<file path="src/sv/twdsm_pkg.sv">
// Shared types and constants of the two-wire display serial master.
package twdsm_pkg;

    // Command codes carried in the input item's selector field.
    typedef enum logic [1:0] {
        OP_TICK  = 2'd0,
        OP_START = 2'd1,
        OP_STOP  = 2'd2,
        OP_SEND  = 2'd3
    } op_t;

    // Sequencer phases.
    typedef enum logic [3:0] {
        PH_IDLE,
        PH_ST0,
        PH_ST1,
        PH_ST2,
        PH_ST3,
        PH_SP0,
        PH_SP1,
        PH_SP2,
        PH_SP3,
        PH_TX_SETUP,
        PH_TX_HIGH,
        PH_ACK0,
        PH_ACK1,
        PH_ACK_HIGH,
        PH_TAIL
    } phase_t;

    // Result item, clk_level in the lowest bit.
    typedef struct packed {
        logic ack;
        logic done_res;
        logic busy_res;
        logic dio_drive;
        logic dio_level;
        logic clk_drive;
        logic clk_level;
    } result_t;

    localparam int unsigned HP_WIDTH     = 16;
    localparam int unsigned BYTE_WIDTH   = 8;
    localparam int unsigned BIT_IDX_W    = 3;
    localparam int unsigned APB_DATA_W   = 32;
    localparam int unsigned APB_ADDR_W   = 2;
    localparam int unsigned S_TDATA_W    = 16;
    localparam int unsigned M_TDATA_W    = 8;

    localparam logic [HP_WIDTH-1:0]   HP_RESET     = 16'd50;
    localparam logic [APB_ADDR_W-1:0] ADDR_HALF_PERIOD = 2'd0;
    localparam logic [BIT_IDX_W-1:0]  LAST_BIT     = 3'd7;

endpackage

</file>
<file path="src/sv/twdsm_regs.sv">
// Configuration register file behind the APB-style port.
module twdsm_regs (
    input  logic                                  aclk,
    input  logic                                  aresetn,
    input  logic                                  psel,
    input  logic                                  penable,
    input  logic                                  pwrite,
    input  logic [twdsm_pkg::APB_ADDR_W-1:0]      paddr,
    input  logic [twdsm_pkg::APB_DATA_W-1:0]      pwdata,
    output logic [twdsm_pkg::APB_DATA_W-1:0]      prdata,
    output logic [twdsm_pkg::HP_WIDTH-1:0]        half_period
);

    logic [twdsm_pkg::HP_WIDTH-1:0] half_period_reg;
    logic                           wr_en;

    assign wr_en = psel && penable && pwrite && (paddr == twdsm_pkg::ADDR_HALF_PERIOD);

    always_ff @(posedge aclk) begin
        if (!aresetn) begin
            half_period_reg <= twdsm_pkg::HP_RESET;
        end else if (wr_en) begin
            half_period_reg <= pwdata[twdsm_pkg::HP_WIDTH-1:0];
        end
    end

    always_comb begin
        prdata = '0;
        if (paddr == twdsm_pkg::ADDR_HALF_PERIOD) begin
            prdata = {{(twdsm_pkg::APB_DATA_W-twdsm_pkg::HP_WIDTH){1'b0}}, half_period_reg};
        end
    end

    assign half_period = half_period_reg;

endmodule

</file>
<file path="src/sv/twdsm_seq.sv">
// Line sequencer: phase, tick counter, shift register and line latches.
module twdsm_seq (
    input  logic                                 aclk,
    input  logic                                 aresetn,
    input  logic                                 accept,
    input  twdsm_pkg::op_t                       op,
    input  logic [twdsm_pkg::BYTE_WIDTH-1:0]     data_byte,
    input  logic                                 dio_in,
    input  logic [twdsm_pkg::HP_WIDTH-1:0]       half_period,
    output twdsm_pkg::result_t                   result
);

    twdsm_pkg::phase_t                 phase_reg, phase_next;
    logic [twdsm_pkg::HP_WIDTH-1:0]    tick_count_reg, tick_count_next;
    logic [twdsm_pkg::BIT_IDX_W-1:0]   bit_index_reg, bit_index_next;
    logic [twdsm_pkg::BYTE_WIDTH-1:0]  shift_reg, shift_next;
    logic                              ack_reg, ack_next;
    logic                              clk_lvl_reg, clk_lvl_next;
    logic                              clk_drv_reg, clk_drv_next;
    logic                              dio_lvl_reg, dio_lvl_next;
    logic                              dio_drv_reg, dio_drv_next;
    logic [twdsm_pkg::HP_WIDTH-1:0]    limit;
    logic [twdsm_pkg::HP_WIDTH-1:0]    cnt_inc;
    logic                              done;

    always_ff @(posedge aclk) begin
        if (!aresetn) begin
            phase_reg      <= twdsm_pkg::PH_IDLE;
            tick_count_reg <= '0;
            bit_index_reg  <= '0;
            shift_reg      <= '0;
            ack_reg        <= 1'b0;
            clk_lvl_reg    <= 1'b0;
            clk_drv_reg    <= 1'b0;
            dio_lvl_reg    <= 1'b0;
            dio_drv_reg    <= 1'b0;
        end else begin
            phase_reg      <= phase_next;
            tick_count_reg <= tick_count_next;
            bit_index_reg  <= bit_index_next;
            shift_reg      <= shift_next;
            ack_reg        <= ack_next;
            clk_lvl_reg    <= clk_lvl_next;
            clk_drv_reg    <= clk_drv_next;
            dio_lvl_reg    <= dio_lvl_next;
            dio_drv_reg    <= dio_drv_next;
        end
    end

    // A zero half period behaves as one tick.
    assign limit   = (half_period == '0) ? twdsm_pkg::HP_WIDTH'(1) : half_period;
    assign cnt_inc = twdsm_pkg::HP_WIDTH'(tick_count_reg + 1'b1);

    always_comb begin
        phase_next      = phase_reg;
        tick_count_next = tick_count_reg;
        bit_index_next  = bit_index_reg;
        shift_next      = shift_reg;
        ack_next        = ack_reg;
        clk_lvl_next    = clk_lvl_reg;
        clk_drv_next    = clk_drv_reg;
        dio_lvl_next    = dio_lvl_reg;
        dio_drv_next    = dio_drv_reg;
        done            = 1'b0;

        if (accept) begin
            if (phase_reg == twdsm_pkg::PH_IDLE) begin
                tick_count_next = '0;
                case (op)
                    twdsm_pkg::OP_START: begin
                        dio_drv_next = 1'b1;
                        dio_lvl_next = 1'b0;
                        phase_next   = twdsm_pkg::PH_ST0;
                    end
                    twdsm_pkg::OP_STOP: begin
                        clk_drv_next = 1'b1;
                        clk_lvl_next = 1'b1;
                        dio_drv_next = 1'b1;
                        phase_next   = twdsm_pkg::PH_SP0;
                    end
                    twdsm_pkg::OP_SEND: begin
                        clk_drv_next   = 1'b1;
                        dio_drv_next   = 1'b1;
                        shift_next     = data_byte;
                        bit_index_next = '0;
                        dio_lvl_next   = data_byte[0];
                        phase_next     = twdsm_pkg::PH_TX_SETUP;
                    end
                    default: ;
                endcase
            end else if (op == twdsm_pkg::OP_TICK) begin
                tick_count_next = cnt_inc;
                if (cnt_inc >= limit) begin
                    tick_count_next = '0;
                    case (phase_reg)
                        twdsm_pkg::PH_ST0: phase_next = twdsm_pkg::PH_ST1;
                        twdsm_pkg::PH_ST1: begin
                            clk_drv_next = 1'b1;
                            clk_lvl_next = 1'b0;
                            phase_next   = twdsm_pkg::PH_ST2;
                        end
                        twdsm_pkg::PH_ST2: phase_next = twdsm_pkg::PH_ST3;
                        twdsm_pkg::PH_SP0: phase_next = twdsm_pkg::PH_SP1;
                        twdsm_pkg::PH_SP1: begin
                            dio_lvl_next = 1'b1;
                            phase_next   = twdsm_pkg::PH_SP2;
                        end
                        twdsm_pkg::PH_SP2: phase_next = twdsm_pkg::PH_SP3;
                        twdsm_pkg::PH_SP3: begin
                            clk_drv_next = 1'b0;
                            dio_drv_next = 1'b0;
                            phase_next   = twdsm_pkg::PH_IDLE;
                            done         = 1'b1;
                        end
                        twdsm_pkg::PH_TX_SETUP: begin
                            clk_lvl_next = 1'b1;
                            phase_next   = twdsm_pkg::PH_TX_HIGH;
                        end
                        twdsm_pkg::PH_TX_HIGH: begin
                            clk_lvl_next = 1'b0;
                            shift_next   = {1'b0, shift_reg[twdsm_pkg::BYTE_WIDTH-1:1]};
                            if (bit_index_reg == twdsm_pkg::LAST_BIT) begin
                                bit_index_next = '0;
                                dio_drv_next   = 1'b0;
                                phase_next     = twdsm_pkg::PH_ACK0;
                            end else begin
                                bit_index_next = bit_index_reg + 1'b1;
                                dio_lvl_next   = shift_reg[1];
                                phase_next     = twdsm_pkg::PH_TX_SETUP;
                            end
                        end
                        twdsm_pkg::PH_ACK0: phase_next = twdsm_pkg::PH_ACK1;
                        twdsm_pkg::PH_ACK1: begin
                            ack_next     = ~dio_in;
                            clk_lvl_next = 1'b1;
                            phase_next   = twdsm_pkg::PH_ACK_HIGH;
                        end
                        twdsm_pkg::PH_ACK_HIGH: begin
                            clk_lvl_next = 1'b0;
                            dio_lvl_next = 1'b0;
                            dio_drv_next = 1'b1;
                            phase_next   = twdsm_pkg::PH_TAIL;
                        end
                        default: begin
                            // end of start and end of byte tail
                            phase_next = twdsm_pkg::PH_IDLE;
                            done       = 1'b1;
                        end
                    endcase
                end
            end
        end
    end

    always_comb begin
        result.clk_level = clk_lvl_next;
        result.clk_drive = clk_drv_next;
        result.dio_level = dio_lvl_next;
        result.dio_drive = dio_drv_next;
        result.busy_res  = (phase_next != twdsm_pkg::PH_IDLE);
        result.done_res  = done;
        result.ack       = ack_next;
    end

endmodule

</file>
<file path="src/sv/twdsm_skid.sv">
// Output register with a skid stage for the result channel.
module twdsm_skid (
    input  logic                aclk,
    input  logic                aresetn,
    input  logic                in_valid,
    output logic                in_ready,
    input  twdsm_pkg::result_t  in_data,
    output logic                out_valid,
    input  logic                out_ready,
    output twdsm_pkg::result_t  out_data
);

    logic               out_valid_reg;
    logic               skid_valid_reg;
    twdsm_pkg::result_t out_data_reg;
    twdsm_pkg::result_t skid_data_reg;
    logic               out_free;

    assign in_ready = !skid_valid_reg;
    assign out_free = !out_valid_reg || out_ready;

    always_ff @(posedge aclk) begin
        if (!aresetn) begin
            out_valid_reg  <= 1'b0;
            skid_valid_reg <= 1'b0;
        end else if (out_free) begin
            if (skid_valid_reg) begin
                out_valid_reg  <= 1'b1;
                skid_valid_reg <= 1'b0;
            end else begin
                out_valid_reg  <= in_valid;
            end
        end else if (in_valid && in_ready) begin
            skid_valid_reg <= 1'b1;
        end
    end

    always_ff @(posedge aclk) begin
        if (out_free) begin
            out_data_reg <= skid_valid_reg ? skid_data_reg : in_data;
        end else if (in_valid && in_ready) begin
            skid_data_reg <= in_data;
        end
    end

    assign out_valid = out_valid_reg;
    assign out_data  = out_data_reg;

endmodule

</file>
<file path="src/sv/two_wire_display_serial_master_core.sv">
// Two-wire display serial master: top level.
//
// Input channel (s_): one item per handshake. s_tuser holds the command
// (tick, start, stop, send byte); s_tdata holds the byte to send and the
// sampled data line level. Commands act only while the sequencer is idle;
// a tick advances the half-period counter of a running sequence.
// Result channel (m_): exactly one item per input item, carrying the line
// levels and drive enables after that item, plus busy, done and ack.
// The result of an item is registered before it is offered on m_.
// Throughput: one item per cycle while s_tready is high; the sequencer updates in the same cycle
// the item is accepted and the result lands in the output register or the skid.
// When the receiver stalls, one further result is held in a skid stage and
// s_tready drops only once both the output register and the skid are full.
// Reset (aresetn low, synchronous): sequencer idle, both lines released
// with latches low, ack cleared, half period back to 50 ticks, no result
// pending. Write half_period_ticks at address 0 through the APB port.
module two_wire_display_serial_master_core (
    input  logic                                  aclk,
    input  logic                                  aresetn,
    // input channel
    input  logic                                  s_tvalid,
    output logic                                  s_tready,
    input  logic [twdsm_pkg::S_TDATA_W-1:0]       s_tdata,  // [7:0] data_byte, [8] dio_in
    input  logic [1:0]                            s_tuser,  // [1:0] operation
    // result channel
    output logic                                  m_tvalid,
    input  logic                                  m_tready,
    // [0] clk_level, [1] clk_drive, [2] dio_level, [3] dio_drive,
    // [4] busy_res, [5] done_res, [6] ack
    output logic [twdsm_pkg::M_TDATA_W-1:0]       m_tdata,
    // configuration
    input  logic                                  psel,
    input  logic                                  penable,
    input  logic                                  pwrite,
    input  logic [twdsm_pkg::APB_ADDR_W-1:0]      paddr,
    input  logic [twdsm_pkg::APB_DATA_W-1:0]      pwdata,
    output logic [twdsm_pkg::APB_DATA_W-1:0]      prdata,
    output logic                                  pready
);

    logic [twdsm_pkg::HP_WIDTH-1:0] half_period;
    logic                           accept;
    twdsm_pkg::result_t             seq_result;
    twdsm_pkg::result_t             out_result;

    // Register writes complete in the access cycle.
    assign pready = 1'b1;

    twdsm_regs u_regs (
        .aclk        (aclk),
        .aresetn     (aresetn),
        .psel        (psel),
        .penable     (penable),
        .pwrite      (pwrite),
        .paddr       (paddr),
        .pwdata      (pwdata),
        .prdata      (prdata),
        .half_period (half_period)
    );

    assign accept = s_tvalid && s_tready;

    // Sequencer state updates only on accepted items.
    twdsm_seq u_seq (
        .aclk        (aclk),
        .aresetn     (aresetn),
        .accept      (accept),
        .op          (twdsm_pkg::op_t'(s_tuser)),
        .data_byte   (s_tdata[twdsm_pkg::BYTE_WIDTH-1:0]),
        .dio_in      (s_tdata[twdsm_pkg::BYTE_WIDTH]),
        .half_period (half_period),
        .result      (seq_result)
    );

    // Hold results here while the receiver stalls.
    twdsm_skid u_skid (
        .aclk      (aclk),
        .aresetn   (aresetn),
        .in_valid  (s_tvalid),
        .in_ready  (s_tready),
        .in_data   (seq_result),
        .out_valid (m_tvalid),
        .out_ready (m_tready),
        .out_data  (out_result)
    );

    assign m_tdata = {{(twdsm_pkg::M_TDATA_W - $bits(twdsm_pkg::result_t)){1'b0}}, out_result};

endmodule

</file>
<file path="config.mk">
export PLATFORM = sky130hd
export DESIGN_NAME = two_wire_display_serial_master_core
export DESIGN_NICKNAME = d
export VERILOG_FILES = /design/src/sv/twdsm_pkg.sv /design/src/sv/twdsm_regs.sv /design/src/sv/twdsm_seq.sv /design/src/sv/twdsm_skid.sv /design/src/sv/two_wire_display_serial_master_core.sv
export SDC_FILE = /design/constraint.sdc
export NUM_CORES = 1
export LEC_CHECK = 0
export BUFFER_PORTS_ARGS = -buffer_cell sky130_fd_sc_hd__buf_4
export CORE_UTILIZATION = 49
export DETAILED_ROUTE_END_ITERATION = 10
export GPL_TIMING_DRIVEN = 0
export HOLD_SLACK_MARGIN = 0.02
export PLACE_DENSITY_LB_ADDON = 0.2
export SETUP_SLACK_MARGIN = 0.2
export SLEW_MARGIN = 10
export SYNTH_ARGS = -nofsm -noshare
export SYNTH_HDL_FRONTEND = slang
export SYNTH_HIERARCHICAL = 1
export SYNTH_SLANG_ARGS = --single-unit
</file>
<file path="constraint.sdc">
create_clock -name aclk -period 3.8 [get_ports aclk]
set_input_delay 0.19 -clock aclk [delete_from_list [all_inputs] [get_ports aclk]]
set_output_delay 0.19 -clock aclk [all_outputs]
set_load 0.1 [all_outputs]
</file>
==> results.md <==
- CTS tree: done
- Area share of the largest cell type after synthesis: 0.247
- EDFF count, synth: 14
- Die H: 95.5 µm
- Worst setup path start: u_seq/tick_count_reg[0]
- Worst min-delay path category: in2reg
- DRT iter0 DRCs: 179
- DR vias/cell: 5.52
- Setup TNS: -2.56 ps
- Layout overhead on the synthesized area: 31.0%
- Clock Skew: 12.0 ps
- Worst skew pair latency: 350 ps
- Worst VDD drop: 0.188 mV
- Routed via count: 3959
- Simple-gate share of the synthesized area: 0.229
- Hold buffers post-CTS: 0
- Seq cells post-synth: 67
- Pleak: 2.45 nW
- IO Pins: 102
- Fin cells: 717
- Crit start category: flop
- Status: finished, violations left
- Finished Core Util: 0.673
- Diodes inserted: 0
- Core Footprint: 8340 µm²
- Initial Util: 0.514
- Final worst slack: -2.56 ps
- Clk pwr share: 0.354
- Routed WL per cell: 15.4 µm
- First-pass GRT wire length: 17200 µm
- Worst slew margin: 0.296
- Crit Path Category: reg2reg
- Switching pwr: 0.626 mW
- Vias in the first global route: 3667
- DP Wirelength: 7550 µm
- Die area: 9130 µm²
- Synth Warn #: 6
- Post-synthesis mux area share: 0.0549
- Crit Path Max Fanout: 5
- ANT nets after route: 0
- Comb power frac: 0.238
- Crit-path leading delay family: simple AND/OR/NAND/NOR gates
- CTS buffer count: 9
- Required time of the critical path: a little under 4000 ps
- Hold WS: 85.9 ps
- Max-cap violation count: 0
- H-tree depth: 3
- Cell taking the most area after synthesis: dfxtp_1
- Arrival @ worst endpoint: 3900 ps
- Switching Share: 0.331
- Routed WL: ~11000 µm
- Pwr Total: 1.89 mW
- Max stage delay on crit path: 380 ps
- Remaining DRCs: 0
- Buffers on Ports: 60
- Initial antenna violation count: 0
- Most frequent cells in the layout: buf_4, nand2_1, dfxtp_1
- Total GRT Usage: 0.248
- Post-Syn Area: approximately 4300 µm²
- Inst Count DP: 671
- Min Tclk post-route: 3800 ps
- Most common cell after layout, fill and taps aside: buf_4
- Crit path cell chain: ha_4 > and3_4 > buf_8 > and4_4 > nand4_1 > xnor2_2 > ha_1 > nand4_1 > nor3b_2 > a32oi_4 > buf_6 > a211o_1 > a211oi_4 > nand4_1 > mux2_4
- Pre-Repair DR Iteration Count: 4
- Number of cells produced by synthesis: 491
- Slew @ Worst Pin: 1050 ps
- Seq/Total Area, Yosys: 0.345
- Share of total power in sequential cells: 0.408
- Nets: 685
- Ratio of cells with drive above 1 in the final layout: 0.337
- Buf/Inv on CP: 2
- Max Buffers Root-to-Sink: 2
- Failing checks: negative setup slack
- Fin. max-slew vios: 0
- Std cell rows: 33
- Critical hold path startpoint: pwdata[3]
- Largest net degree at the start of global routing: 13
- Reg clk slew, reported paths: around 80 ps
- RR Startpoint: u_seq/tick_count_reg[0]
- Clock root cell: clkbuf_8
- Crit end category: flop
- Die Width: around 96 µm
- Post-Synth XOR/XNOR Area: 0.0306
- RSZ-0062 raised after global routing: true
- Cell variety after synth: 69
- Leading post-synthesis cells by cell area: dfxtp_1, edfxtp_1, ha_1, nand2_1, buf_4
- Final Hold Viols: 0
- Sinks on Clock Net: 67
- Cell area power density: ~340 nW/µm²
- Finish-stage setup viols: 1
- Synth async-reset ratio: 0
- Pint: about 1.3 mW
- Synth Area in Compound Gates: 0.175
- Largest family of logic cells by synthesized area: simple AND/OR/NAND/NOR gates
- Avg Cell Area, Syn: 8.73 µm²
- Max Clk Rate: 0.263 GHz
- GRT overflow: 0
- Crit-path slowest cell: dfxtp_4
- Prevailing post-synth register cell: dfxtp_1
- Fin crit share: 1.00
- Placer Congestion: 0.919
- Synth Area in Adders: 0.0554
- Most frequent CP cell: nand4_1
worst reg2reg max path: stages, from the launching register on:
cell	delay, ps
dfxtp_4	380
ha_4	130
and3_4	170
buf_8	100
and4_4	230
nand4_1	150
xnor2_2	190
ha_1	300
nand4_1	190
nor3b_2	310
a32oi_4	200
buf_6	170
a211o_1	290
a211oi_4	270
nand4_1	170
mux2_4	310
logic make-up after synthesis:
group                      Yosys count
and+or+nand+nor                    185
AOI/OAI and AO/OA                  103
buffers and inverters               79
DFF                                 67
muxes                               20
adders and majority gates           19
xor gates and xnor gates            15
other                                3
cells in the mapped netlist, types with 8 or more instances:
library cell	n
a21oi_1	24
clkbuf_1	18
inv_1	26
nand3_1	13
buf_4	24
dfxtp_1	53
nand4_1	9
xor2_1	8
ha_1	19
nor2_1	28
and2_1	20
nor3_1	14
o211ai_1	9
mux2i_1	13
edfxtp_1	14
o21ai_0	11
nand2_1	59
a22oi_1	10
cell type report:
type / count / area, µm²
Clock buffer: 9 / 124
Buffer: 53 / 394
Inverter: 26 / 97.6
Tap cell: 105 / 131
Sequential cell: 67 / 1490
Timing Repair Buffer: 89 / 687
Fill cell: 664 / 2730
Multi-Input combinational cell: 361 / 2600
Clock inverter: 7 / 91.3
power groups by stage:
stage	logic, mW	clock network, mW	registers, mW
after detailed placement	0.425	0	0.788
after global routing	0.475	0.705	0.774
after global placement	0.422	0	0.785
final	0.450	0.668	0.770
after CTS	0.435	0.673	0.771
after floorplan	0.254	0	0.864
metrics by stage:
step / cell area (µm²) / setup WS (ps)
2_1_floorplan: 4350 / 210
3_3_place_gp: 4930 / -629
3_5_place_dp: 4930 / -684
4_1_cts: 5350 / 89.1
5_1_grt: 5620 / -119
6_report: 5620 / -2.56
metal layers:
metal / track usage / up-vias / routed length [µm]
met2: 0.403 / 148 / 5330
li1: - / 1947 / -
met4: 0.119 / 0 / 308
met3: 0.0359 / 26 / 636
met1: 0.322 / 1838 / 4780
met5: 0 / - / 0
repair_timing:
action	4_1_cts	5_1_grt
resized for setup	24	39
pin swaps	12	21
endpoints found under the hold margin	0	0
gates cloned	0	1
buffers inserted	14	15
setup endpoints to repair	45	15
worst paths after layout:
check,endpoint,slack [ps],cells past startpoint
hold reg to reg,u_seq/ack_reg,470,2
hold / removal,u_regs/half_period[3],90,3
setup / recovery,u_skid/out_data[4],-3,15
setup reg to reg,u_skid/out_data[4],-3,15
Power figures use the tool's default switching activity.
